$ cat config.mk
export PLATFORM = sky130hd
export DESIGN_NAME = color_key_sprite_run_blitter
export DESIGN_NICKNAME = d
export VERILOG_FILES = /design/src/rtl/core/ckb_pkg.sv /design/src/rtl/core/ckb_regs.sv /design/src/rtl/core/ckb_ctrl.sv /design/src/rtl/core/ckb_dp.sv /design/src/rtl/core/color_key_sprite_run_blitter.sv
export SDC_FILE = /design/constraint.sdc
export NUM_CORES = 1
export LEC_CHECK = 0
export ABC_AREA = 0
export BUFFER_PORTS_ARGS = -buffer_cell sky130_fd_sc_hd__buf_2
export CAP_MARGIN = 0
export CORE_MARGIN = 2
export CORE_UTILIZATION = 55
export CTS_BUF_LIST = sky130_fd_sc_hd__clkbuf_2 sky130_fd_sc_hd__clkbuf_4 sky130_fd_sc_hd__clkbuf_8
export DETAILED_ROUTE_END_ITERATION = 8
export PLACE_DENSITY = 0.8
export SYNTH_ARGS = -nofsm -noshare
export SYNTH_HDL_FRONTEND = slang
export SYNTH_SLANG_ARGS = --single-unit
$ cat constraint.sdc
create_clock -name aclk -period 3.8 [get_ports aclk]
set_clock_uncertainty 0.2 [all_clocks]
set_input_delay 0.57 -clock aclk [delete_from_list [all_inputs] [get_ports aclk]]
set_output_delay 0.57 -clock aclk [all_outputs]
set_load 0.02 [all_outputs]
$ cat src/rtl/core/ckb_pkg.sv
// Shared types and constants for the color key sprite run blitter.
// Used by ckb_regs, ckb_ctrl, ckb_dp and the top level. No dependencies.
package ckb_pkg;

    localparam int MAX_WIDTH_DEF   = 32;
    localparam int SCREEN_SIZE_DEF = 240;
    localparam int PADDR_W         = 5;
    localparam int PDATA_W         = 32;

    localparam logic [2:0] REG_ORIGIN_X  = 3'd0;
    localparam logic [2:0] REG_ORIGIN_Y  = 3'd1;
    localparam logic [2:0] REG_WIDTH     = 3'd2;
    localparam logic [2:0] REG_HEIGHT    = 3'd3;
    localparam logic [2:0] REG_MIRROR    = 3'd4;
    localparam logic [2:0] REG_KEY       = 3'd5;

    localparam logic KIND_WINDOW = 1'b0;
    localparam logic KIND_DATA   = 1'b1;

    typedef struct packed {
        logic [9:0]  origin_x;
        logic [9:0]  origin_y;
        logic [5:0]  sprite_width;
        logic [7:0]  sprite_height;
        logic        mirror;
        logic [15:0] transparent_key;
    } cfg_t;

    typedef struct packed {
        logic       kind;
        logic [7:0] x_start;
        logic [7:0] x_end;
        logic [7:0] screen_row;
        logic [7:0] byte_high;
        logic [7:0] byte_low;
        logic       last;
    } res_t;

    typedef enum logic [3:0] {
        ST_IDLE,
        ST_SEEK_RD,
        ST_SEEK_CHK,
        ST_RUN_RD,
        ST_RUN_CHK,
        ST_WIN,
        ST_DATA_RD,
        ST_DATA_EMIT,
        ST_FLUSH
    } state_t;

    typedef struct packed {
        logic load;
        logic rd_col;
        logic rd_start;
        logic col_inc;
        logic start_load;
        logic start_inc;
        logic emit_win;
        logic emit_data;
        logic flush;
    } cmd_t;

    typedef struct packed {
        logic scan_go;
        logic col_done;
        logic draw;
        logic emit_ok;
        logic data_last;
        logic pend_valid;
        logic out_free;
    } sts_t;

endpackage

$ cat src/rtl/core/ckb_regs.sv
// Configuration register file behind the APB-style port.
// Depends on ckb_pkg.
module ckb_regs (
    input  logic                        aclk,
    input  logic                        aresetn,
    input  logic                        psel,
    input  logic                        penable,
    input  logic                        pwrite,
    input  logic [ckb_pkg::PADDR_W-1:0] paddr,
    input  logic [ckb_pkg::PDATA_W-1:0] pwdata,
    output logic [ckb_pkg::PDATA_W-1:0] prdata,
    output logic                        pready,
    output ckb_pkg::cfg_t               cfg
);
    import ckb_pkg::*;

    cfg_t       cfg_reg;
    logic [2:0] reg_idx;
    logic       wr_en;

    assign reg_idx = paddr[4:2];
    assign wr_en   = psel && penable && pwrite;
    assign pready  = 1'b1;
    assign cfg     = cfg_reg;

    always_ff @(posedge aclk) begin
        if (!aresetn) begin
            cfg_reg.origin_x        <= '0;
            cfg_reg.origin_y        <= '0;
            cfg_reg.sprite_width    <= 6'd32;
            cfg_reg.sprite_height   <= 8'd1;
            cfg_reg.mirror          <= 1'b0;
            cfg_reg.transparent_key <= '0;
        end else if (wr_en) begin
            unique case (reg_idx)
                REG_ORIGIN_X: cfg_reg.origin_x        <= pwdata[9:0];
                REG_ORIGIN_Y: cfg_reg.origin_y        <= pwdata[9:0];
                REG_WIDTH:    cfg_reg.sprite_width    <= pwdata[5:0];
                REG_HEIGHT:   cfg_reg.sprite_height   <= pwdata[7:0];
                REG_MIRROR:   cfg_reg.mirror          <= pwdata[0];
                REG_KEY:      cfg_reg.transparent_key <= pwdata[15:0];
                default: ;
            endcase
        end
    end

    always_comb begin
        unique case (reg_idx)
            REG_ORIGIN_X: prdata = {22'd0, cfg_reg.origin_x};
            REG_ORIGIN_Y: prdata = {22'd0, cfg_reg.origin_y};
            REG_WIDTH:    prdata = {26'd0, cfg_reg.sprite_width};
            REG_HEIGHT:   prdata = {24'd0, cfg_reg.sprite_height};
            REG_MIRROR:   prdata = {31'd0, cfg_reg.mirror};
            REG_KEY:      prdata = {16'd0, cfg_reg.transparent_key};
            default:      prdata = '0;
        endcase
    end

endmodule

$ cat src/rtl/core/ckb_ctrl.sv
// Scan controller: sequences row load, run search, window and data requests.
// Depends on ckb_pkg.
module ckb_ctrl (
    input  logic          aclk,
    input  logic          aresetn,
    input  logic          s_valid,
    input  ckb_pkg::sts_t sts,
    output ckb_pkg::cmd_t cmd
);
    import ckb_pkg::*;

    state_t state_reg;
    state_t state_next;

    always_ff @(posedge aclk) begin
        if (!aresetn) begin
            state_reg <= ST_IDLE;
        end else begin
            state_reg <= state_next;
        end
    end

    always_comb begin
        state_next = state_reg;
        unique case (state_reg)
            ST_IDLE: begin
                if (s_valid && sts.scan_go) state_next = ST_SEEK_RD;
            end
            ST_SEEK_RD: begin
                state_next = sts.col_done ? ST_FLUSH : ST_SEEK_CHK;
            end
            ST_SEEK_CHK: begin
                state_next = sts.draw ? ST_RUN_RD : ST_SEEK_RD;
            end
            ST_RUN_RD: begin
                state_next = sts.col_done ? ST_WIN : ST_RUN_CHK;
            end
            ST_RUN_CHK: begin
                state_next = sts.draw ? ST_RUN_RD : ST_WIN;
            end
            ST_WIN: begin
                if (sts.emit_ok) state_next = ST_DATA_RD;
            end
            ST_DATA_RD: begin
                state_next = ST_DATA_EMIT;
            end
            ST_DATA_EMIT: begin
                if (sts.emit_ok) state_next = sts.data_last ? ST_SEEK_RD : ST_DATA_RD;
            end
            ST_FLUSH: begin
                if (!sts.pend_valid || sts.out_free) state_next = ST_IDLE;
            end
            default: state_next = ST_IDLE;
        endcase
    end

    always_comb begin
        cmd = '0;
        unique case (state_reg)
            ST_IDLE:      cmd.load = 1'b1;
            ST_SEEK_RD:   cmd.rd_col = !sts.col_done;
            ST_SEEK_CHK: begin
                cmd.col_inc    = 1'b1;
                cmd.start_load = sts.draw;
            end
            ST_RUN_RD:    cmd.rd_col = !sts.col_done;
            ST_RUN_CHK:   cmd.col_inc = sts.draw;
            ST_WIN:       cmd.emit_win = sts.emit_ok;
            ST_DATA_RD:   cmd.rd_start = 1'b1;
            ST_DATA_EMIT: begin
                cmd.emit_data = sts.emit_ok;
                cmd.start_inc = sts.emit_ok;
            end
            ST_FLUSH:     cmd.flush = 1'b1;
            default: ;
        endcase
    end

endmodule

$ cat src/rtl/core/ckb_dp.sv
// Datapath: row store, row/column counters, run pointers, pending and output requests.
// Depends on ckb_pkg; driven by ckb_ctrl commands.
module ckb_dp #(
    parameter int MAX_WIDTH   = ckb_pkg::MAX_WIDTH_DEF,
    parameter int SCREEN_SIZE = ckb_pkg::SCREEN_SIZE_DEF
) (
    input  logic          aclk,
    input  logic          aresetn,
    input  ckb_pkg::cfg_t cfg,
    input  ckb_pkg::cmd_t cmd,
    output ckb_pkg::sts_t sts,
    input  logic          s_valid,
    input  logic [15:0]   s_pixel,
    output logic          m_valid,
    input  logic          m_ready,
    output ckb_pkg::res_t m_res
);
    import ckb_pkg::*;

    localparam int CW = $clog2(MAX_WIDTH + 1);
    localparam int AW = (MAX_WIDTH > 1) ? $clog2(MAX_WIDTH) : 1;
    localparam logic [10:0] SCREEN_LIM = 11'(SCREEN_SIZE);

    logic [15:0]   store_mem [MAX_WIDTH];
    logic [15:0]   rd_data_reg;
    logic [CW-1:0] col_count_reg;
    logic [7:0]    row_count_reg;
    logic [7:0]    screen_row_reg;
    logic [CW-1:0] col_reg;
    logic [CW-1:0] start_reg;
    res_t          pend_reg;
    logic          pend_valid_reg;
    res_t          out_reg;
    logic          m_valid_reg;

    logic [5:0]    w6;
    logic [CW-1:0] eff_w;
    logic [7:0]    eff_h;
    logic          accept;
    logic [CW-1:0] cc_base;
    logic [CW-1:0] cc_inc;
    logic          row_end;
    logic [10:0]   py;
    logic          py_on;
    logic [8:0]    row_inc;
    logic [10:0]   x0;
    logic [10:0]   px;
    logic [10:0]   xs;
    logic [10:0]   xe;
    logic [CW-1:0] pos;
    logic [CW-1:0] src;
    logic          rd_en;
    logic          out_free;
    logic          emit;
    logic          flush_go;
    res_t          new_res;
    res_t          flush_res;

    always_comb begin
        if (cfg.sprite_width == 6'd0) begin
            w6 = 6'd1;
        end else if (cfg.sprite_width > 6'(MAX_WIDTH)) begin
            w6 = 6'(MAX_WIDTH);
        end else begin
            w6 = cfg.sprite_width;
        end
    end

    assign eff_w = w6[CW-1:0];
    assign eff_h = (cfg.sprite_height == 8'd0) ? 8'd1 : cfg.sprite_height;

    // row load
    assign accept  = s_valid && cmd.load;
    assign cc_base = (col_count_reg >= eff_w) ? '0 : col_count_reg;
    assign cc_inc  = cc_base + 1'b1;
    assign row_end = (cc_inc == eff_w);
    assign py      = {cfg.origin_y[9], cfg.origin_y} + {3'd0, row_count_reg};
    assign py_on   = !py[10] && (py < SCREEN_LIM);
    assign row_inc = {1'b0, row_count_reg} + 9'd1;

    always_ff @(posedge aclk) begin
        if (!aresetn) begin
            col_count_reg <= '0;
            row_count_reg <= '0;
        end else if (accept) begin
            if (row_end) begin
                col_count_reg <= '0;
                row_count_reg <= (row_inc >= {1'b0, eff_h}) ? 8'd0 : row_inc[7:0];
            end else begin
                col_count_reg <= cc_inc;
            end
        end
    end

    always_ff @(posedge aclk) begin
        if (accept && row_end) screen_row_reg <= py[7:0];
    end

    // row store
    assign pos   = cmd.rd_start ? start_reg : col_reg;
    assign src   = cfg.mirror ? (eff_w - 1'b1 - pos) : pos;
    assign rd_en = cmd.rd_col || cmd.rd_start;

    always_ff @(posedge aclk) begin
        if (accept) store_mem[cc_base[AW-1:0]] <= s_pixel;
        if (rd_en) rd_data_reg <= store_mem[src[AW-1:0]];
    end

    // run pointers
    always_ff @(posedge aclk) begin
        if (!aresetn) begin
            col_reg   <= '0;
            start_reg <= '0;
        end else begin
            if (accept) begin
                col_reg <= '0;
            end else if (cmd.col_inc) begin
                col_reg <= col_reg + 1'b1;
            end
            if (cmd.start_load) begin
                start_reg <= col_reg;
            end else if (cmd.start_inc) begin
                start_reg <= start_reg + 1'b1;
            end
        end
    end

    assign x0 = {cfg.origin_x[9], cfg.origin_x};
    assign px = x0 + 11'(col_reg);
    assign xs = x0 + 11'(start_reg);
    assign xe = px - 11'd1;

    // request staging: one pending slot holds back the final-request flag
    assign out_free = !m_valid_reg || m_ready;
    assign emit     = cmd.emit_win || cmd.emit_data;
    assign flush_go = cmd.flush && pend_valid_reg && out_free;

    always_comb begin
        new_res            = '0;
        new_res.screen_row = screen_row_reg;
        if (cmd.emit_data) begin
            new_res.kind      = KIND_DATA;
            new_res.byte_high = rd_data_reg[15:8];
            new_res.byte_low  = rd_data_reg[7:0];
        end else begin
            new_res.kind    = KIND_WINDOW;
            new_res.x_start = xs[7:0];
            new_res.x_end   = xe[7:0];
        end
    end

    always_comb begin
        flush_res      = pend_reg;
        flush_res.last = 1'b1;
    end

    always_ff @(posedge aclk) begin
        if (!aresetn) begin
            pend_valid_reg <= 1'b0;
            m_valid_reg    <= 1'b0;
        end else if (emit) begin
            pend_valid_reg <= 1'b1;
            if (pend_valid_reg) begin
                m_valid_reg <= 1'b1;
            end else if (m_ready) begin
                m_valid_reg <= 1'b0;
            end
        end else if (flush_go) begin
            pend_valid_reg <= 1'b0;
            m_valid_reg    <= 1'b1;
        end else if (m_ready) begin
            m_valid_reg <= 1'b0;
        end
    end

    always_ff @(posedge aclk) begin
        if (emit) begin
            pend_reg <= new_res;
            if (pend_valid_reg) out_reg <= pend_reg;
        end else if (flush_go) begin
            out_reg <= flush_res;
        end
    end

    assign m_valid = m_valid_reg;
    assign m_res   = out_reg;

    assign sts.scan_go    = row_end && py_on;
    assign sts.col_done   = (col_reg >= eff_w);
    assign sts.draw       = !px[10] && (px < SCREEN_LIM) &&
                            (rd_data_reg != cfg.transparent_key);
    assign sts.emit_ok    = !pend_valid_reg || out_free;
    assign sts.data_last  = ((start_reg + 1'b1) == col_reg);
    assign sts.pend_valid = pend_valid_reg;
    assign sts.out_free   = out_free;

endmodule

$ cat src/rtl/core/color_key_sprite_run_blitter.sv
// Color key sprite run blitter, top level. Pixels that do not end a row are stored without a scan.
// An on-screen row end starts a scan: each column is read and checked (a column ending a run
// is checked twice), each run gives a window request and then one data request per pixel,
// each with its own row-store read, and the scan ends by seeing the row end and flushing;
// the row store has a registered read. Synchronous active-low reset clears counters,
// controller, request valids and loads register defaults.
module color_key_sprite_run_blitter #(
    parameter int MAX_WIDTH   = ckb_pkg::MAX_WIDTH_DEF,
    parameter int SCREEN_SIZE = ckb_pkg::SCREEN_SIZE_DEF
) (
    input  logic                        aclk,
    input  logic                        aresetn,
    input  logic                        psel,
    input  logic                        penable,
    input  logic                        pwrite,
    input  logic [ckb_pkg::PADDR_W-1:0] paddr,
    input  logic [ckb_pkg::PDATA_W-1:0] pwdata,
    output logic [ckb_pkg::PDATA_W-1:0] prdata,
    output logic                        pready,
    input  logic                        s_valid,
    output logic                        s_ready,
    input  logic [15:0]                 s_pixel,
    output logic                        m_valid,
    input  logic                        m_ready,
    output logic                        m_kind,
    output logic [7:0]                  m_x_start,
    output logic [7:0]                  m_x_end,
    output logic [7:0]                  m_screen_row,
    output logic [7:0]                  m_byte_high,
    output logic [7:0]                  m_byte_low,
    output logic                        m_last
);
    import ckb_pkg::*;

    cfg_t cfg;
    cmd_t cmd;
    sts_t sts;
    res_t res;

    ckb_regs u_regs (
        .aclk    (aclk),
        .aresetn (aresetn),
        .psel    (psel),
        .penable (penable),
        .pwrite  (pwrite),
        .paddr   (paddr),
        .pwdata  (pwdata),
        .prdata  (prdata),
        .pready  (pready),
        .cfg     (cfg)
    );

    ckb_ctrl u_ctrl (
        .aclk    (aclk),
        .aresetn (aresetn),
        .s_valid (s_valid),
        .sts     (sts),
        .cmd     (cmd)
    );

    ckb_dp #(
        .MAX_WIDTH   (MAX_WIDTH),
        .SCREEN_SIZE (SCREEN_SIZE)
    ) u_dp (
        .aclk    (aclk),
        .aresetn (aresetn),
        .cfg     (cfg),
        .cmd     (cmd),
        .sts     (sts),
        .s_valid (s_valid),
        .s_pixel (s_pixel),
        .m_valid (m_valid),
        .m_ready (m_ready),
        .m_res   (res)
    );

    assign s_ready      = cmd.load;
    assign m_kind       = res.kind;
    assign m_x_start    = res.x_start;
    assign m_x_end      = res.x_end;
    assign m_screen_row = res.screen_row;
    assign m_byte_high  = res.byte_high;
    assign m_byte_low   = res.byte_low;
    assign m_last       = res.last;

endmodule

-- Yosys cells after proc, flatten, opt, wreduce, memory -nomap -nowiden
Memories as Yosys holds them, arrays and structs flattened. A register that Yosys moved wholly into a read port is not among the register bits.
Index checks and enable logic that the tools add are counted.
- register bits: 174
- bits in writable memories: 512
- input bits: 60
- output and inout bits: 77
- word-level logic and storage cells: 144
- memories: 1
- $add $sub $neg: 10
- magnitude comparators: 6
- equal/unequal tests: 21
- muxes and demuxes: 41
- bitwise gates (word level): 1
- reductions and logical operators: 37
- memory list (name ; depth ; width ; rd ports ; clocked after memory_dff ; wr ports ; line ; RTL):
    u_dp.store_mem ; 32 ; 16 ; 1 ; 1 ; 1 ; ckb_dp.sv:24 ; logic [15:0] store_mem [MAX_WIDTH];
- operators with widths (operator ; count):
    $mux 42 ; 3
    $pmux 16 s6 ; 1
    $mux 6 ; 6
    $pmux 4 s9 ; 1
    $lt 11x8->1 const B ; 2
    $mux 4 ; 5
    $add 6x1->6 const B ; 3
    $mux 1 ; 17
    $eq 4x3->1 const B ; 4
    $mux 8 ; 2
    $ne 16x16->1 ; 1
    $reduce_and 2->1 ; 8
    $eq 6x6->1 ; 2
    $ge 6x6->1 ; 2
    $add 10x7->11 ; 1
    $add 10x9->11 ; 1
    $logic_and 1x1->1 ; 11
    $mux 5 ; 2
    $ne 2x1->1 const B ; 5
    $add 8x1->9 const B ; 1
    $ge 9x8->1 ; 1
    $add 8x7->8 ; 1
    $eq 4x2->1 const B ; 2
    $logic_not 8->1 ; 1
    other kinds (21) ; 33

-- Depth between registers and ports, before layout
- depth after elaboration: 11
- depth in mapped cells: 16
- depth with buffers taken out: 14

-- Modules after synthesis
A second synthesis with hierarchy kept.
- cells, all modules: 2027
- area total of the unflattened synthesis: 30107.6 um2
- by module, submodules not included (module ; times used ; cells an instance ; area an instance (um2) ; seq. area each (um2)):
    ckb_dp ; 1 ; 1702 ; 27202.3 ; 19148.4
    ckb_regs ; 1 ; 273 ; 2538.7 ; 1021.0
    ckb_ctrl ; 1 ; 52 ; 366.6 ; 80.1

-- Worst setup path after synthesis
No wires, ideal clock.
- kind: register -> register
- start point: reg u_regs.cfg_reg (netlist bit u_regs.cfg[27])
- end point: mem u_dp.store_mem[25][0] (enable)
- setup time: 0.409 ns
- data arrival time: 3.200 ns
- setup slack: -0.010 ns
- stages on the path, launching flop included: 13
- cell sequence: dfxtp_1 > nor4_1 > o21ai_0 > inv_1 > ha_1 > nor3b_1 > o21ai_1 > nand2_1 > nand2_1 > inv_1 > ha_1 > nand3_1 > nor3_1
- word-level cells in the longest chain between the ends: 5
- elaborated cells on any way between the ends: 6
- ends and longest elaborated chain (item ; line ; RTL):
    start, declared ; ckb_regs.sv:17 ; cfg_t cfg_reg;
    $gt 6x6->1 ; ckb_dp.sv:62 ; end else if (cfg.sprite_width > 6'(MAX_WIDTH)) begin
    $mux 6 ; ckb_dp.sv:62 ;
    $mux 6 * ; ckb_dp.sv:60 ; if (cfg.sprite_width == 6'd0) begin
    $ge 6x6->1 * ; ckb_dp.sv:74 ; assign cc_base = (col_count_reg >= eff_w) ? '0 : col_count_reg;
    $mux 6 * ; ckb_dp.sv:74 ;
    end, declared ; ckb_dp.sv:24 ;
Every way passes the cells marked *; elsewhere a longest branch is shown, timed or not.

-- Final worst setup path
- start point: reg u_ctrl.state_reg[3]
- end point: reg u_dp.rd_data_reg[13], read port of u_dp.store_mem (data pin)
- word-level cells in the longest chain between the ends: 5
- elaborated cells on any way between the ends: 10
- ends and longest elaborated chain (item ; line ; RTL):
    start, declared ; ckb_ctrl.sv:12 ; state_t state_reg;
    start signal, assigned ; ckb_ctrl.sv:19 ; state_reg <= state_next;
    $eq 4x3->1 ; ckb_ctrl.sv:59 ; unique case (state_reg)
    $mux 1 ; ckb_ctrl.sv:59 ;
    $mux 5 ; ckb_dp.sv:100 ; assign pos = cmd.rd_start ? start_reg : col_reg;
    $sub 5x5->5 ; ckb_dp.sv:101 ; assign src = cfg.mirror ? (eff_w - 1'b1 - pos) : pos;
    $mux 5 ; ckb_dp.sv:101 ;
    end, declared ; ckb_dp.sv:25 ; logic [15:0] rd_data_reg;
Several ways; a longest one is shown, not always the timed one.
A chain may end at the register's enable or synchronous reset.

==> metrics.cfg <==
[run_status]
outcome = finished with violations
violations = negative setup slack

[synthesis]
yosys.cell_count.top_type = edfxtp_1
synthCells = 1943
ys_async_sr_fraction = 0
synth.top_cell.area_share = 0.6253
netlist_top_cells_count = 619 x edfxtp_1, 155 x nand2_1, 140 x nor2_1, 97 x a21oi_1, 84 x mux2i_1
mappedNetlistArea_um2 = 29730
ys_seq_elements = 702
synth_edf_count = 619
yosysSeqAreaShare = 0.6812
yosysWarnings = 0
synth_area_leader_cell = edfxtp_1
ys_types = 89
yosys_most_used_dff = edfxtp_1
netlist_top_cells_area = edfxtp_1 63%, dfxtp_1 5.6%, mux4_2 5.5%, mux2i_1 2.8%, ha_1 2.1%
syn_avg_cell_area_um2 = 15.30

[floorplan]
core-area_um2 = 53600
initial_core_util = 0.5546
ios = 137
die_y_um = 236.5
die_w_um = 236.5
row_count = 85
die_area_um2 = 55920

[route]
first_pass_iters = 6
wire_per_inst_um = 25.18
dr_total_vias = 18980
drt-total-wl_um = 76620
ant_nets = 0
drc = 0
drt_iter0_markers = 2268
vias_per_cell = 6.236

[placed_design]
place_congestion = 0.9465
pre_cts_ws_ns = -0.3211
port_buffers = 101
dp_hpwl_um = 47750

[worst_hold_path]
worstHoldPathType = in -> reg

[timing]
finalHoldViolCount = 0
slew_viol_final = 0
fmax_mhz = 257.3
slew_headroom = 0.3523
period_share = 1.023
fin_ws_ns = -0.08622
rsz0062_at_grt = yes
setup_tns_ns = -0.5431
setup_violations = 11
period_needed_ns = 3.886
worst_pin_slew_ns = 0.9701

[final_layout]
final_util = 0.6585
nNetsFinal = 2373
area_growth_pct = 18.74
drive_above_1_share = 0.2844
largest_register_ff_count = 512

[critical_path]
path_class = reg -> reg
cp_max_fo = 10
crit_required_ns = 4.09
crit_arrival_ns = 4.18
startpoint_type = flop
end_kind = flop

[grt]
grt_pass1_wl_um = 111400
grt_pass1_vias = 18890
track_usage = 0.2641
antenna_found_initial = 3
grt_start_max_net_pins = 58
overflow = 0

[cts]
cts_tree = done
cts_max_level = 3
cts_root_buffer = clkbuf_8
clk_path_buf_depth = 3
cts.sinks = 702
clkTransAtPathRegs_ns = 0.06
worst_skew_pair.late_latency_ns = 0.72
numCtsBuffers = 109

[job]
maxCapViolCount = 0

[power_and_ir_drop]
irDropWorstVdd_uv = 303.6
p_per_area_nw_per_um2 = 434.0
power.leakage_nw = 12.37

[layer usage]
layer / GRT usage / vias up / routed length [µm]
met4: 0.1191 / 2 / 3012
met2: 0.4437 / 1199 / 38270
met3: 0.05223 / 185 / 7318
li1: - / 8171 / -
met5: 0 / - / 13
met1: 0.3347 / 9420 / 28000
[layout by cell type, fill, tap and decap left out, types with 20 or more instances in the layout]
cell,netlist,final
buf_12,3,25
mux2i_1,84,75
a221oi_1,30,20
buf_4,23,143
a21oi_1,97,89
clkinv_1,0,23
edfxtp_1,619,619
ha_1,50,47
mux4_2,72,77
nor2_1,140,137
buf_2,28,102
o21ai_0,33,32
clkbuf_8,0,111
xnor2_1,43,43
nand2_1,155,150
and3_1,24,24
inv_1,42,41
nand3_1,30,30
dfxtp_1,83,81
clkbuf_4,1,42
[cells by family (layout without fill, tap and decap cells)]
kind of cell | after synthesis | count (layout) | synth area share
flip-flops | 702 | 702 | 0.6812
AND/OR/NAND/NOR | 485 | 485 | 0.07745
XOR/XNOR | 63 | 63 | 0.01856
adder cells (fa/ha/maj) | 54 | 54 | 0.02374
AO/OA/AOI/OAI | 303 | 303 | 0.06949
multiplexers | 176 | 176 | 0.09917
other | 2 | 19 | 0.0002526
buffers and inverters | 158 | 545 | 0.03014
[path summary, 6_finish.rpt]
path / start / endpoint / slack, ns / cells after the start
min reg2reg: u_dp.flush_res[29] / u_dp.m_res[29] / 0.22 / 0
min: aresetn / u_regs.cfg[17] / 0.07 / 2
max: u_ctrl.state_reg[3] / u_dp.rd_data_reg[13] / -0.09 / 15
max reg2reg: u_ctrl.state_reg[3] / u_dp.rd_data_reg[13] / -0.09 / 15
[metrics by stage]
stage                     instance area [µm²]  hold slack [ns]  total power, mW  std cells
after global routing                    35300          0.06004            15.71       3043
after CTS                               34750          0.01524            15.31       3025
after global placement                  32050           0.2010            8.970       2806
final                                   35300          0.06627            15.32       3043
after detailed placement                32050           0.2045            8.992       2806
after floorplan                         29790           0.2003            8.782       1958
[power breakdown]
part           switching (mW)  internal (mW)  leakage (nW)
sequential             0.0182           8.41          6.29
clock                    3.00           3.42          1.17
combinational           0.314          0.154          4.91
[what timing repair did]
action                                  4_1_cts  5_1_grt
setup buffers                                 5       13
gates resized for setup                      57       80
hold buffers                                 16        0
endpoints found under the hold margin        48        0
cloned                                        1        3
endpoints found under the setup margin       20       36
pin swaps                                    10       34
[worst max-delay path: stages, from the launching register on]
cell	delay, ns
dfxtp_2	0.32
and4bb_2	0.36
mux2i_2	0.27
ha_2	0.24
fa_2	0.45
nand2b_4	0.16
a21boi_4	0.16
buf_12	0.18
buf_12	0.15
buf_8	0.14
a21oi_1	0.17
a32oi_1	0.11
o22ai_2	0.33
or3_4	0.20
o21ai_2	0.05
buf_4	0.16
[final cells by class]
| type | instances | area, µm² |
|---|---|---|
| clock buffer | 153 | 1843 |
| clock inverter | 44 | 364.1 |
| inverter | 43 | 161.4 |
| timing repair buffer | 305 | 2530 |
| tap | 696 | 870.8 |
| antenna | 2 | 5.005 |
| multi-input combinational | 1098 | 9271 |
| fill | 3419 | 18300 |
| sequential | 702 | 20250 |
(Power assumes the default switching activity.)
